[src/sv/uerh_pkg.sv]
package uerh_pkg;

    // History store depth and derived widths
    localparam int HIST_DEPTH = 5;
    localparam int IDX_W      = (HIST_DEPTH > 1) ? $clog2(HIST_DEPTH) : 1;
    localparam int CNT_W      = $clog2(HIST_DEPTH + 1);

    // Field widths
    localparam int KIND_W   = 3;
    localparam int STATUS_W = 3;
    localparam int STAMP_W  = 32;
    localparam int PULSE_W  = 20;
    localparam int TRIG_W   = 8;
    localparam int DIV_W    = 8;
    localparam int STEP_W   = $clog2(PULSE_W);

    localparam logic [PULSE_W-1:0] PULSE_MAX = {PULSE_W{1'b1}};

    // Input kinds
    localparam logic [KIND_W-1:0] KIND_TICK  = 3'd0;
    localparam logic [KIND_W-1:0] KIND_START = 3'd1;
    localparam logic [KIND_W-1:0] KIND_READ  = 3'd2;
    localparam logic [KIND_W-1:0] KIND_DUMP  = 3'd3;
    localparam logic [KIND_W-1:0] KIND_CLEAR = 3'd4;

    // Result status codes
    localparam logic [STATUS_W-1:0] ST_IDLE     = 3'd0;
    localparam logic [STATUS_W-1:0] ST_BUSY     = 3'd1;
    localparam logic [STATUS_W-1:0] ST_DONE     = 3'd2;
    localparam logic [STATUS_W-1:0] ST_TIMEOUT  = 3'd3;
    localparam logic [STATUS_W-1:0] ST_REJECTED = 3'd4;
    localparam logic [STATUS_W-1:0] ST_DATA     = 3'd5;

    // Measurement phases
    localparam logic [1:0] PH_IDLE = 2'd0;
    localparam logic [1:0] PH_TRIG = 2'd1;
    localparam logic [1:0] PH_RISE = 2'd2;
    localparam logic [1:0] PH_HIGH = 2'd3;

    // Register map (word index)
    localparam logic [1:0] REG_TRIGGER = 2'd0;
    localparam logic [1:0] REG_TIMEOUT = 2'd1;
    localparam logic [1:0] REG_DIVISOR = 2'd2;

    localparam logic [TRIG_W-1:0]  TRIGGER_RESET = 8'd10;
    localparam logic [PULSE_W-1:0] TIMEOUT_RESET = 20'd1000000;
    localparam logic [DIV_W-1:0]   DIVISOR_RESET = 8'd58;

    typedef struct packed {
        logic [STAMP_W-1:0] stamp;
        logic [PULSE_W-1:0] pulse;
        logic [PULSE_W-1:0] distance;
    } hist_entry_t;

endpackage

[src/sv/ultrasonic_echo_ranger_history_unit.sv]
// Ultrasonic echo ranger with a newest-first reading history. Items arrive on the s_ stream
// (tuser = kind: tick, start, read latest, dump, clear) and one result per item leaves on
// the m_ stream, five for a dump (tlast marks the final one). Kinds 5 to 7 give no result.
// One item is worked on at a time. Most items pass S_IDLE, which takes the transfer, then
// S_EXEC, which forms the result. A tick that ends a reading goes on through S_DIV: the
// distance comes from a restoring divider that retires one quotient bit per cycle over the
// 20-bit pulse width, then S_REC stores and reports the reading. Each dump entry costs
// one registered read of the history RAM in S_DRD, then S_DOUT places it. The result
// register decouples the two sides: a new item is taken while a result still waits on
// m_tready. Registers on the APB-style port: 0x0 trigger ticks, 0x4 timeout ticks,
// 0x8 distance divisor; write them only while the block is idle.
module ultrasonic_echo_ranger_history_unit
(
    input  logic        clk,
    input  logic        rst_n,
    // stream in
    input  logic        s_tvalid,
    output logic        s_tready,
    input  logic [39:0] s_tdata,   // [0] echo_level, [32:1] now_seconds, [39:33] zero
    input  logic [2:0]  s_tuser,   // [2:0] kind
    // stream out
    output logic        m_tvalid,
    input  logic        m_tready,
    output logic [79:0] m_tdata,   // [0] trigger_level, [32:1] stamp_seconds,
                                   // [52:33] pulse_us, [72:53] distance_cm,
                                   // [73] entry_valid, [79:74] zero
    output logic [2:0]  m_tuser,   // [2:0] status
    output logic        m_tlast,   // last_result
    // configuration
    input  logic        psel,
    input  logic        penable,
    input  logic        pwrite,
    input  logic [3:0]  paddr,
    input  logic [31:0] pwdata,
    output logic [31:0] prdata,
    output logic        pready
);

    // sequencer states
    localparam logic [2:0] S_IDLE = 3'd0;  // take a transfer
    localparam logic [2:0] S_EXEC = 3'd1;  // form the result of the held item
    localparam logic [2:0] S_DIV  = 3'd2;  // one quotient bit per cycle
    localparam logic [2:0] S_REC  = 3'd3;  // store the reading and report it
    localparam logic [2:0] S_DRD  = 3'd4;  // read one history entry
    localparam logic [2:0] S_DOUT = 3'd5;  // report that entry

    logic [2:0] state_reg, state_next;

    // held input item
    logic [uerh_pkg::KIND_W-1:0]  in_kind_reg;
    logic                         in_echo_reg;
    logic [uerh_pkg::STAMP_W-1:0] in_now_reg;

    // configuration
    logic [uerh_pkg::TRIG_W-1:0]  trig_ticks_reg;
    logic [uerh_pkg::PULSE_W-1:0] timeout_reg;
    logic [uerh_pkg::DIV_W-1:0]   divisor_reg;

    // measurement state
    logic [1:0]                   phase_reg, phase_next;
    logic [uerh_pkg::PULSE_W-1:0] cnt_reg, cnt_next;
    logic                         pending_reg, pending_next;
    logic [uerh_pkg::STAMP_W-1:0] lat_stamp_reg, lat_stamp_next;
    logic [uerh_pkg::PULSE_W-1:0] lat_pulse_reg, lat_pulse_next;
    logic [uerh_pkg::PULSE_W-1:0] lat_dist_reg, lat_dist_next;

    // history ring bookkeeping: head points at the newest entry
    logic [uerh_pkg::IDX_W-1:0]   head_reg, head_next;
    logic [uerh_pkg::CNT_W-1:0]   count_reg, count_next;
    logic [uerh_pkg::IDX_W-1:0]   rd_ptr_reg, rd_ptr_next;
    logic [uerh_pkg::CNT_W-1:0]   k_reg, k_next;
    logic [uerh_pkg::IDX_W-1:0]   head_inc;
    logic [uerh_pkg::IDX_W-1:0]   rd_ptr_dec;

    // divider
    logic [uerh_pkg::PULSE_W-1:0] pulse_w_reg, pulse_w_next;
    logic [uerh_pkg::PULSE_W-1:0] quo_reg, quo_next;
    logic [uerh_pkg::DIV_W-1:0]   rem_reg, rem_next;
    logic [uerh_pkg::STEP_W-1:0]  step_reg, step_next;
    logic [uerh_pkg::DIV_W:0]     div_trial;
    logic [uerh_pkg::DIV_W:0]     div_diff;
    logic                         div_ge;

    // history RAM
    uerh_pkg::hist_entry_t        mem [uerh_pkg::HIST_DEPTH];
    uerh_pkg::hist_entry_t        rdata_reg;
    uerh_pkg::hist_entry_t        mem_wdata;
    logic                         mem_we;
    logic                         mem_re;
    logic [uerh_pkg::IDX_W-1:0]   mem_waddr;

    // result register
    logic                          m_valid_reg;
    logic                          m_trig_reg;
    logic [uerh_pkg::STATUS_W-1:0] m_status_reg;
    logic [uerh_pkg::STAMP_W-1:0]  m_stamp_reg;
    logic [uerh_pkg::PULSE_W-1:0]  m_pulse_reg;
    logic [uerh_pkg::PULSE_W-1:0]  m_dist_reg;
    logic                          m_entry_valid_reg;
    logic                          m_last_reg;

    logic                          emit;
    logic                          e_trig;
    logic [uerh_pkg::STATUS_W-1:0] e_status;
    logic [uerh_pkg::STAMP_W-1:0]  e_stamp;
    logic [uerh_pkg::PULSE_W-1:0]  e_pulse;
    logic [uerh_pkg::PULSE_W-1:0]  e_dist;
    logic                          e_entry_valid;
    logic                          e_last;

    logic                          slot_free;
    logic [uerh_pkg::PULSE_W-1:0]  cnt_inc;
    logic                          cfg_wr;
    logic                          dump_valid;

    assign s_tready  = (state_reg == S_IDLE);
    assign slot_free = !m_valid_reg || m_tready;
    assign cnt_inc   = cnt_reg + 1'b1;
    assign pready    = 1'b1;
    assign cfg_wr    = psel && penable && pwrite;

    assign head_inc   = (head_reg == uerh_pkg::IDX_W'(uerh_pkg::HIST_DEPTH - 1)) ?
                        '0 : head_reg + 1'b1;
    assign rd_ptr_dec = (rd_ptr_reg == '0) ?
                        uerh_pkg::IDX_W'(uerh_pkg::HIST_DEPTH - 1) : rd_ptr_reg - 1'b1;

    // restoring division step: shift in the next dividend bit, subtract when it fits
    assign div_trial = {rem_reg, quo_reg[uerh_pkg::PULSE_W-1]};
    assign div_ge    = (div_trial >= {1'b0, divisor_reg});
    assign div_diff  = div_trial - {1'b0, divisor_reg};

    assign dump_valid = (k_reg < count_reg);

    // configuration read back
    always_comb
    begin
        case (paddr[3:2])
            uerh_pkg::REG_TRIGGER: prdata = {24'd0, trig_ticks_reg};
            uerh_pkg::REG_TIMEOUT: prdata = {12'd0, timeout_reg};
            uerh_pkg::REG_DIVISOR: prdata = {24'd0, divisor_reg};
            default:               prdata = 32'd0;
        endcase
    end

    always_comb
    begin
        state_next     = state_reg;
        phase_next     = phase_reg;
        cnt_next       = cnt_reg;
        pending_next   = pending_reg;
        lat_stamp_next = lat_stamp_reg;
        lat_pulse_next = lat_pulse_reg;
        lat_dist_next  = lat_dist_reg;
        head_next      = head_reg;
        count_next     = count_reg;
        rd_ptr_next    = rd_ptr_reg;
        k_next         = k_reg;
        pulse_w_next   = pulse_w_reg;
        quo_next       = quo_reg;
        rem_next       = rem_reg;
        step_next      = step_reg;

        mem_we    = 1'b0;
        mem_re    = 1'b0;
        mem_waddr = head_inc;
        mem_wdata = '0;

        emit          = 1'b0;
        e_trig        = 1'b0;
        e_status      = uerh_pkg::ST_IDLE;
        e_stamp       = '0;
        e_pulse       = '0;
        e_dist        = '0;
        e_entry_valid = 1'b0;
        e_last        = 1'b1;

        case (state_reg)
            S_IDLE:
            begin
                if (s_tvalid)
                begin
                    state_next = S_EXEC;
                end
            end

            S_EXEC:
            begin
                // hold until the result register can take a result
                if (slot_free)
                begin
                    state_next = S_IDLE;
                    case (in_kind_reg)
                        uerh_pkg::KIND_TICK:
                        begin
                            emit     = 1'b1;
                            e_status = uerh_pkg::ST_BUSY;
                            case (phase_reg)
                                uerh_pkg::PH_TRIG:
                                begin
                                    e_trig   = 1'b1;
                                    cnt_next = cnt_inc;
                                    // a zero length compares as one tick
                                    if (cnt_inc >= uerh_pkg::PULSE_W'(trig_ticks_reg))
                                    begin
                                        phase_next = uerh_pkg::PH_RISE;
                                        cnt_next   = '0;
                                    end
                                end
                                uerh_pkg::PH_RISE:
                                begin
                                    if (in_echo_reg)
                                    begin
                                        phase_next = uerh_pkg::PH_HIGH;
                                        cnt_next   = uerh_pkg::PULSE_W'(1);
                                    end
                                    else if (cnt_inc >= timeout_reg)
                                    begin
                                        phase_next = uerh_pkg::PH_IDLE;
                                        cnt_next   = '0;
                                        e_status   = uerh_pkg::ST_TIMEOUT;
                                    end
                                    else
                                    begin
                                        cnt_next = cnt_inc;
                                    end
                                end
                                uerh_pkg::PH_HIGH:
                                begin
                                    if (!in_echo_reg)
                                    begin
                                        // falling edge: divide, then record
                                        emit         = 1'b0;
                                        phase_next   = uerh_pkg::PH_IDLE;
                                        cnt_next     = '0;
                                        pulse_w_next = cnt_reg;
                                        quo_next     = cnt_reg;
                                        rem_next     = '0;
                                        step_next    = '0;
                                        state_next   = S_DIV;
                                    end
                                    else if (cnt_reg >= timeout_reg)
                                    begin
                                        phase_next = uerh_pkg::PH_IDLE;
                                        cnt_next   = '0;
                                        e_status   = uerh_pkg::ST_TIMEOUT;
                                    end
                                    else
                                    begin
                                        cnt_next = cnt_inc;
                                    end
                                end
                                default:
                                begin
                                    e_status = uerh_pkg::ST_IDLE;
                                end
                            endcase
                        end

                        uerh_pkg::KIND_START:
                        begin
                            emit = 1'b1;
                            if (pending_reg)
                            begin
                                e_status = uerh_pkg::ST_REJECTED;
                                e_trig   = (phase_reg == uerh_pkg::PH_TRIG);
                            end
                            else
                            begin
                                pending_next = 1'b1;
                                phase_next   = uerh_pkg::PH_TRIG;
                                cnt_next     = '0;
                                e_status     = uerh_pkg::ST_BUSY;
                                e_trig       = 1'b1;
                            end
                        end

                        uerh_pkg::KIND_READ:
                        begin
                            emit         = 1'b1;
                            pending_next = 1'b0;
                            e_status     = uerh_pkg::ST_DATA;
                            e_trig       = (phase_reg == uerh_pkg::PH_TRIG);
                            e_stamp      = lat_stamp_reg;
                            e_pulse      = lat_pulse_reg;
                            e_dist       = lat_dist_reg;
                        end

                        uerh_pkg::KIND_DUMP:
                        begin
                            k_next      = '0;
                            rd_ptr_next = head_reg;
                            state_next  = S_DRD;
                        end

                        uerh_pkg::KIND_CLEAR:
                        begin
                            emit         = 1'b1;
                            pending_next = 1'b0;
                            phase_next   = uerh_pkg::PH_IDLE;
                            cnt_next     = '0;
                            count_next   = '0;
                        end

                        default:
                        begin
                            // unused kinds: drop silently
                            state_next = S_IDLE;
                        end
                    endcase
                end
            end

            S_DIV:
            begin
                quo_next  = {quo_reg[uerh_pkg::PULSE_W-2:0], div_ge};
                rem_next  = div_ge ? div_diff[uerh_pkg::DIV_W-1:0] :
                                     div_trial[uerh_pkg::DIV_W-1:0];
                step_next = step_reg + 1'b1;
                if (step_reg == uerh_pkg::STEP_W'(uerh_pkg::PULSE_W - 1))
                begin
                    state_next = S_REC;
                end
            end

            S_REC:
            begin
                if (slot_free)
                begin
                    lat_stamp_next = in_now_reg;
                    lat_pulse_next = pulse_w_reg;
                    lat_dist_next  = (divisor_reg == '0) ? uerh_pkg::PULSE_MAX : quo_reg;

                    // push the newest reading; a full ring overwrites the oldest
                    mem_we             = 1'b1;
                    mem_waddr          = head_inc;
                    mem_wdata.stamp    = lat_stamp_next;
                    mem_wdata.pulse    = lat_pulse_next;
                    mem_wdata.distance = lat_dist_next;
                    head_next          = head_inc;
                    if (count_reg < uerh_pkg::CNT_W'(uerh_pkg::HIST_DEPTH))
                    begin
                        count_next = count_reg + 1'b1;
                    end

                    emit       = 1'b1;
                    e_status   = uerh_pkg::ST_DONE;
                    e_stamp    = lat_stamp_next;
                    e_pulse    = lat_pulse_next;
                    e_dist     = lat_dist_next;
                    state_next = S_IDLE;
                end
            end

            S_DRD:
            begin
                mem_re     = 1'b1;
                state_next = S_DOUT;
            end

            S_DOUT:
            begin
                if (slot_free)
                begin
                    emit          = 1'b1;
                    e_status      = uerh_pkg::ST_DATA;
                    e_trig        = (phase_reg == uerh_pkg::PH_TRIG);
                    e_entry_valid = dump_valid;
                    e_stamp       = dump_valid ? rdata_reg.stamp    : '0;
                    e_pulse       = dump_valid ? rdata_reg.pulse    : '0;
                    e_dist        = dump_valid ? rdata_reg.distance : '0;
                    e_last        = (k_reg == uerh_pkg::CNT_W'(uerh_pkg::HIST_DEPTH - 1));
                    rd_ptr_next   = rd_ptr_dec;
                    k_next        = k_reg + 1'b1;
                    if (e_last)
                    begin
                        // a dump empties the history
                        count_next = '0;
                        state_next = S_IDLE;
                    end
                    else
                    begin
                        state_next = S_DRD;
                    end
                end
            end

            default:
            begin
                state_next = S_IDLE;
            end
        endcase
    end

    // control state
    always_ff @(posedge clk or negedge rst_n)
    begin
        if (!rst_n)
        begin
            state_reg      <= S_IDLE;
            phase_reg      <= uerh_pkg::PH_IDLE;
            cnt_reg        <= '0;
            pending_reg    <= 1'b0;
            lat_stamp_reg  <= '0;
            lat_pulse_reg  <= '0;
            lat_dist_reg   <= '0;
            head_reg       <= '0;
            count_reg      <= '0;
            m_valid_reg    <= 1'b0;
            trig_ticks_reg <= uerh_pkg::TRIGGER_RESET;
            timeout_reg    <= uerh_pkg::TIMEOUT_RESET;
            divisor_reg    <= uerh_pkg::DIVISOR_RESET;
        end
        else
        begin
            state_reg     <= state_next;
            phase_reg     <= phase_next;
            cnt_reg       <= cnt_next;
            pending_reg   <= pending_next;
            lat_stamp_reg <= lat_stamp_next;
            lat_pulse_reg <= lat_pulse_next;
            lat_dist_reg  <= lat_dist_next;
            head_reg      <= head_next;
            count_reg     <= count_next;

            if (emit)
            begin
                m_valid_reg <= 1'b1;
            end
            else if (m_tready)
            begin
                m_valid_reg <= 1'b0;
            end

            if (cfg_wr)
            begin
                case (paddr[3:2])
                    uerh_pkg::REG_TRIGGER: trig_ticks_reg <= pwdata[uerh_pkg::TRIG_W-1:0];
                    uerh_pkg::REG_TIMEOUT: timeout_reg    <= pwdata[uerh_pkg::PULSE_W-1:0];
                    uerh_pkg::REG_DIVISOR: divisor_reg    <= pwdata[uerh_pkg::DIV_W-1:0];
                    default:               ;
                endcase
            end
        end
    end

    // payload registers
    always_ff @(posedge clk)
    begin
        if (s_tvalid && s_tready)
        begin
            in_kind_reg <= s_tuser;
            in_echo_reg <= s_tdata[0];
            in_now_reg  <= s_tdata[32:1];
        end

        rd_ptr_reg  <= rd_ptr_next;
        k_reg       <= k_next;
        pulse_w_reg <= pulse_w_next;
        quo_reg     <= quo_next;
        rem_reg     <= rem_next;
        step_reg    <= step_next;

        if (emit)
        begin
            m_trig_reg        <= e_trig;
            m_status_reg      <= e_status;
            m_stamp_reg       <= e_stamp;
            m_pulse_reg       <= e_pulse;
            m_dist_reg        <= e_dist;
            m_entry_valid_reg <= e_entry_valid;
            m_last_reg        <= e_last;
        end
    end

    // history RAM, one write and one registered read per cycle
    always_ff @(posedge clk)
    begin
        if (mem_we)
        begin
            mem[mem_waddr] <= mem_wdata;
        end
        if (mem_re)
        begin
            rdata_reg <= mem[rd_ptr_reg];
        end
    end

    assign m_tvalid = m_valid_reg;
    assign m_tuser  = m_status_reg;
    assign m_tlast  = m_last_reg;
    assign m_tdata  = {6'd0, m_entry_valid_reg, m_dist_reg, m_pulse_reg,
                       m_stamp_reg, m_trig_reg};

endmodule
[config.mk]
export PLATFORM = sky130hd
export DESIGN_NAME = ultrasonic_echo_ranger_history_unit
export DESIGN_NICKNAME = d
export VERILOG_FILES = /design/src/sv/uerh_pkg.sv /design/src/sv/ultrasonic_echo_ranger_history_unit.sv
export SDC_FILE = /design/constraint.sdc
export NUM_CORES = 1
export LEC_CHECK = 0
export ABC_CLOCK_PERIOD_IN_PS = 29100
export BUFFER_PORTS_ARGS = -buffer_cell sky130_fd_sc_hd__buf_4
export CORE_MARGIN = 2
export CORE_UTILIZATION = 55
export CTS_CLUSTER_DIAMETER = 80
export DETAILED_ROUTE_END_ITERATION = 10
export PLACE_DENSITY = 0.71
export SYNTH_ARGS = -nofsm -noshare
export SYNTH_HDL_FRONTEND = slang
export SYNTH_SLANG_ARGS = --single-unit
export TNS_END_PERCENT = 30
[constraint.sdc]
create_clock -name clk -period 29.1 [get_ports clk]
set_input_delay 1.455 -clock clk [delete_from_list [all_inputs] [get_ports clk]]
set_output_delay 1.455 -clock clk [all_outputs]
set_load 0.02 [all_outputs]
* Word-level counts from Yosys, hierarchy flattened
Memories as Yosys holds them, arrays and structs flattened. A register that Yosys moved wholly into a read port is not among the register bits.
Cells that the tools add are included.
** Storage, ports and cells
- Bits in writable memories :: 360
- Register bits after elaboration :: 314
- Memories :: 1
- Output and inout bits :: 119
- Input port bits :: 86
- Logic and storage cells :: 221
** Memories
- mem :: depth 5, bits a word 72, rd ports 1, clocked after Yosys merged registers in 1, wr ports 1, RTL line ultrasonic_echo_ranger_history_unit.sv:85 : uerh_pkg::hist_entry_t mem [uerh_pkg::HIST_DEPTH];
** Cells by class
- Muxes and demuxes :: 111
- Bitwise gates (word level) :: 1
- Reductions and logical operators :: 32
- Add/sub/neg operators :: 7
- Magnitude comparators :: 6
- Equal/unequal tests :: 34
** Operators by type and width (number)
- 2-to-1 mux 20 bit :: 21
- case mux 20 bit (3 select lines) :: 5
- 2-to-1 mux 32 bit :: 5
- 2-to-1 mux 72 bit :: 2
- case mux 32 bit (3 select lines) :: 1
- 2-to-1 mux 3 bit :: 23
- >= comparator 20 bit :: 2
- 2-to-1 mux 8 bit :: 5
- case mux 20 bit (2 select lines) :: 1
- case mux 3 bit (3 select lines) :: 3
- 2-to-1 mux 2 bit :: 13
- adder 20 x 1 -> 20 bit, second input constant :: 1
- >= comparator 20 x 8 -> 1 bit :: 1
- 2-to-1 mux 5 bit :: 4
- AND reduction 5 bit :: 4
- inequality test 2 bit, second input constant :: 9
- case mux 2 bit (3 select lines) :: 3
- case mux 3 bit (2 select lines) :: 3
- case mux 3 bit (6 select lines) :: 1
- case mux 8 bit (2 select lines) :: 1
- equality test 3 bit, second input constant :: 5
- 2-to-1 mux 1 bit :: 14
- equality test 3 x 2 -> 1 bit, second input constant :: 4
- case mux 5 bit (2 select lines) :: 1
- 33 further kinds :: 59

* Depth between registers and ports, before layout
- Word-level depth :: 8
- Gate-level depth with buffers :: 17
- Gate-level depth less buffers :: 15

* Worst setup path before layout
No wires, ideal clock.
- Path type :: input port to flip-flop
- Start point :: in m_tready
- End point :: mem mem[4][0] in the netlist's numbering, enable pin
- Required time :: 28214 ps
- Library setup time :: 886 ps
- Path buffers :: 1
- Arrival time :: 13220 ps
- Stages on the path :: 4
- Setup slack :: 14994 ps
- Path through :: nand2b_1 nand2_1 clkbuf_1 a2111oi_0
** On the way
- Longest elaborated chain between the ends :: 5
** RTL lines
- from (decl) :: RTL line ultrasonic_echo_ranger_history_unit.sv:23 : input logic m_tready,
- logical OR 1 bit :: RTL line ultrasonic_echo_ranger_history_unit.sv:117 : assign slot_free = !m_valid_reg || m_tready;
- 2-to-1 mux 1 bit :: RTL line ultrasonic_echo_ranger_history_unit.sv:327 : if (slot_free)
- 2-to-1 mux 1 bit :: RTL line ultrasonic_echo_ranger_history_unit.sv:177 : case (state_reg)
- 2-to-1 mux 1 bit :: RTL line ultrasonic_echo_ranger_history_unit.sv:478 : if (mem_we)
- 2-to-1 mux 1 bit (implied by the code) :: RTL line ultrasonic_echo_ranger_history_unit.sv:480 : mem[mem_waddr] <= mem_wdata;
- to (decl) :: RTL line ultrasonic_echo_ranger_history_unit.sv:85
Every way passes these cells.

* Final worst setup path
- Start point :: in m_tready
- End point :: reg m_pulse_reg[1] in the netlist's numbering, enable pin
** On the way
- Longest elaborated chain between the ends :: 3
- Elaborated cells on any way between the ends :: 4
- Those cells by class :: 3 x mux; 1 x reduce/logical
** RTL lines
- logical OR 1 bit * :: RTL line ultrasonic_echo_ranger_history_unit.sv:117
- 2-to-1 mux 1 bit (on tied branches) :: RTL line ultrasonic_echo_ranger_history_unit.sv:327, ultrasonic_echo_ranger_history_unit.sv:362, ultrasonic_echo_ranger_history_unit.sv:189
- case mux 1 bit (2 select lines) * :: RTL line ultrasonic_echo_ranger_history_unit.sv:177
- named net emit :: RTL line ultrasonic_echo_ranger_history_unit.sv:102 : logic emit;
- to (signal assigned) :: RTL line ultrasonic_echo_ranger_history_unit.sv:468 : m_pulse_reg <= e_pulse;
- to (decl) :: RTL line ultrasonic_echo_ranger_history_unit.sv:97 : logic [uerh_pkg::PULSE_W-1:0] m_pulse_reg;
Mark *: on every way through the listed nets, which the timed path passes. The rest lies on a longest branch.
A chain may end at the register's enable or synchronous reset.

==> impl_metrics.tcl <==
set metrics [dict create \
    run_status "finished, final reports clean" \
    hp-start "lat_pulse_reg[6]" \
    criticalPathCategory "in2reg" \
    cts-buffers-inserted 77 \
    initial_utilization 0.5573 \
    timing.fmax_mhz 208.5 \
    drc 0 \
    fp.dieH_um 240.5 \
    grt_first_pass_wirelength_um 104000 \
    period_share 0.1648 \
    clock-sinks 746 \
    cts_repair_resize_count 0 \
    cp.arrival_ns 5.03 \
    ys_async_sr_fraction 0.1890 \
    grt_max_degree 79 \
    clock_latency_ns 0.62 \
    power.leakage_nw 13.33 \
    syn_avg_cell_area_um2 14.64 \
    nFillCells 3978 \
    wl_per_cell_um 21.68 \
    dr.pass1.iters 5 \
    slew_headroom 0.2803 \
    ys_top_cells_by_area "edfxtp_1 59%, dfrtp_1 10%, mux4_2 5.3%, nand2_1 4.8%, ha_1 2.7%" \
    r2r_end "cnt_reg[12]" \
    ys_top_cells_by_count "605 x edfxtp_1, 393 x nand2_1, 128 x dfrtp_1, 90 x nor2_1, 78 x o21ai_0" \
    rsz0062_at_grt "false" \
    r2r_setup_slack_ns 24.57 \
    synth_cells 2102 \
    gp_congestion 0.8907 \
    overflow 0 \
    drive_above_1_share 0.1874 \
    numPortBuffers 164 \
    largest_reg_flops 360 \
    slew_viol_final 0 \
    core_area_mm2 0.05520 \
    synth_top_area_cell "edfxtp_1" \
    cts_tree "built" \
    multi_input_area_mm2 0.008432 \
    crit_path_top_delay_cell "buf_4" \
    dp_hpwl_um 38740 \
    worstSetupStartpointType "primary input" \
    drt_wl_total_um 66660 \
    peakVddDrop_uv 54.14 \
    clock_skew_ns 0.01779 \
    yosys_warnings 0 \
    path_max_fanout 73 \
    num_rows 86 \
    ant_nets 0 \
    dieArea_mm2 0.05784 \
    fin_crit_ns 4.796 \
    cts_setup_buffers 0 \
    finalSetupTns_ns 0 \
    seq_area_mm2 0.02171 \
    synth.yosys.seq_area_share 0.7058 \
    vias 17820 \
    io_pins 205 \
    power_density_mw_per_mm2 78.59 \
    grtUsageTotal 0.2374 \
    reg2reg_depth 14 \
    synth_seq_cells 746 \
    crit_top_cell "buf_4" \
    hold_class "reg2reg" \
    reg2reg_from "cnt_reg[3]" \
    p_total_mw 2.764 \
    antenna_found_initial 0 \
    antenna_cells 0 \
    syn_area_mm2 0.03076 \
    htreeDepth 3 \
    holdPathEnd "lat_pulse_reg[6]" \
    synth.most_common_cell "edfxtp_1" \
    cts_root_buf "clkbuf_16" \
    synth_top_area_frac 0.5905 \
    synthToLayoutAreaGrowth_pct 14.32 \
    drv_cap 0 \
    cp-end-kind "flop" \
    finalSetupViolations 0 \
    cts_buffer_depth 3 \
    fin_nets 2418 \
    drtIter0Drc 1453 \
    path_cells "buf_4, nand2b_1, nand2_1, or2_2, nor3b_2, buf_4, nor2_1, o21ai_4, buf_4" \
    vias_per_cell 5.797 \
    cp_data_required_time_ns 29.33 \
    holdWs_ns 0.4759 \
    critPathMaxStageDelay_ns 0.81 \
    hold_buffers 0 \
    dieWidth_um 240.5 \
    hold_viol 0 \
    synth_edf_count 605 \
    synthFlopType "edfxtp_1" \
    synth.distinct_cells 66 \
    grt_pass1_vias 18260 \
    tightest_slew_ns 1.080 \
    clkTransAtPathRegs_ns 0.06 \
    min_path_cells 1 \
]
## report_power, final
part	total, mW	switching, mW	internal, mW
logic	0.464	0.301	0.164
clock network	0.947	0.405	0.542
registers	1.35	0.0624	1.29
## cell type report
class	count	share of cell area
clock inverter	41	0.01025
inverter	56	0.005977
timing repair buffer	192	0.04120
sequential	746	0.6174
multi-input combinational	1192	0.2398
tap	748	0.02661
clock buffer	99	0.05884
## worst max-delay path: cells and delay by family
family / cells / cell delay, ns
buffers and inverters: 3 / 1.64
and+or+nand+nor: 5 / 1.42
AOI/OAI and AO/OA: 1 / 0.41
## per-stage QoR
| step | area (um2) | utilization | setup slack (ns) | cells |
|---|---|---|---|---|
| 2_1_floorplan | 30830 | - | 14.99 | 2119 |
| 3_3_place_gp | 32730 | 0.5929 | 23.71 | 2933 |
| 3_5_place_dp | 32730 | 0.5929 | 23.62 | 2933 |
| 4_1_cts | 35160 | 0.6369 | 24.25 | 3073 |
| 5_1_grt | 35170 | 0.6371 | 24.05 | 3074 |
| 6_report | 35170 | 0.6371 | 24.30 | 3074 |
## kinds of logic after synthesis
| group | synth area share |
|---|---|
| flip-flops | 0.7058 |
| other | 0.0002441 |
| multiplexers | 0.06182 |
| adder cells (fa/ha/maj) | 0.02749 |
| buffers and inverters | 0.02526 |
| XOR/XNOR | 0.005979 |
| AND/OR/NAND/NOR | 0.09989 |
| AO/OA/AOI/OAI | 0.07357 |
## per-layer routing
layer	wire length [um]	up-vias	track usage
li1	-	8122	-
met4	1728	0	0.07284
met1	28000	8982	0.3221
met2	33070	598	0.3991
met5	0	-	0
met3	3864	118	0.03697
## cells in the final DEF, fill, tap and decap left out, drive strengths merged, types with 66 or more instances in the layout
cell    instances
a21o           75
a221o          72
and2           72
buf           192
clkbuf         99
dfrtp         128
edfxtp        605
ha             66
mux4           72
nand2         393
nor2           90
o21ai          79
## how the worst max path moves through the flow
stage                       to  slack, ns  startpoint
3_5_place_dp   m_pulse_reg[10]      23.62    m_tready
3_3_place_gp   m_pulse_reg[10]      23.71    m_tready
4_1_cts         m_pulse_reg[1]      24.25    m_tready
6_report        m_pulse_reg[1]      24.30    m_tready
5_1_grt         m_pulse_reg[7]      24.05    m_tready
2_1_floorplan        mem[4][0]      14.99    m_tready
Note: power is estimated with default switching activity, not from simulation.
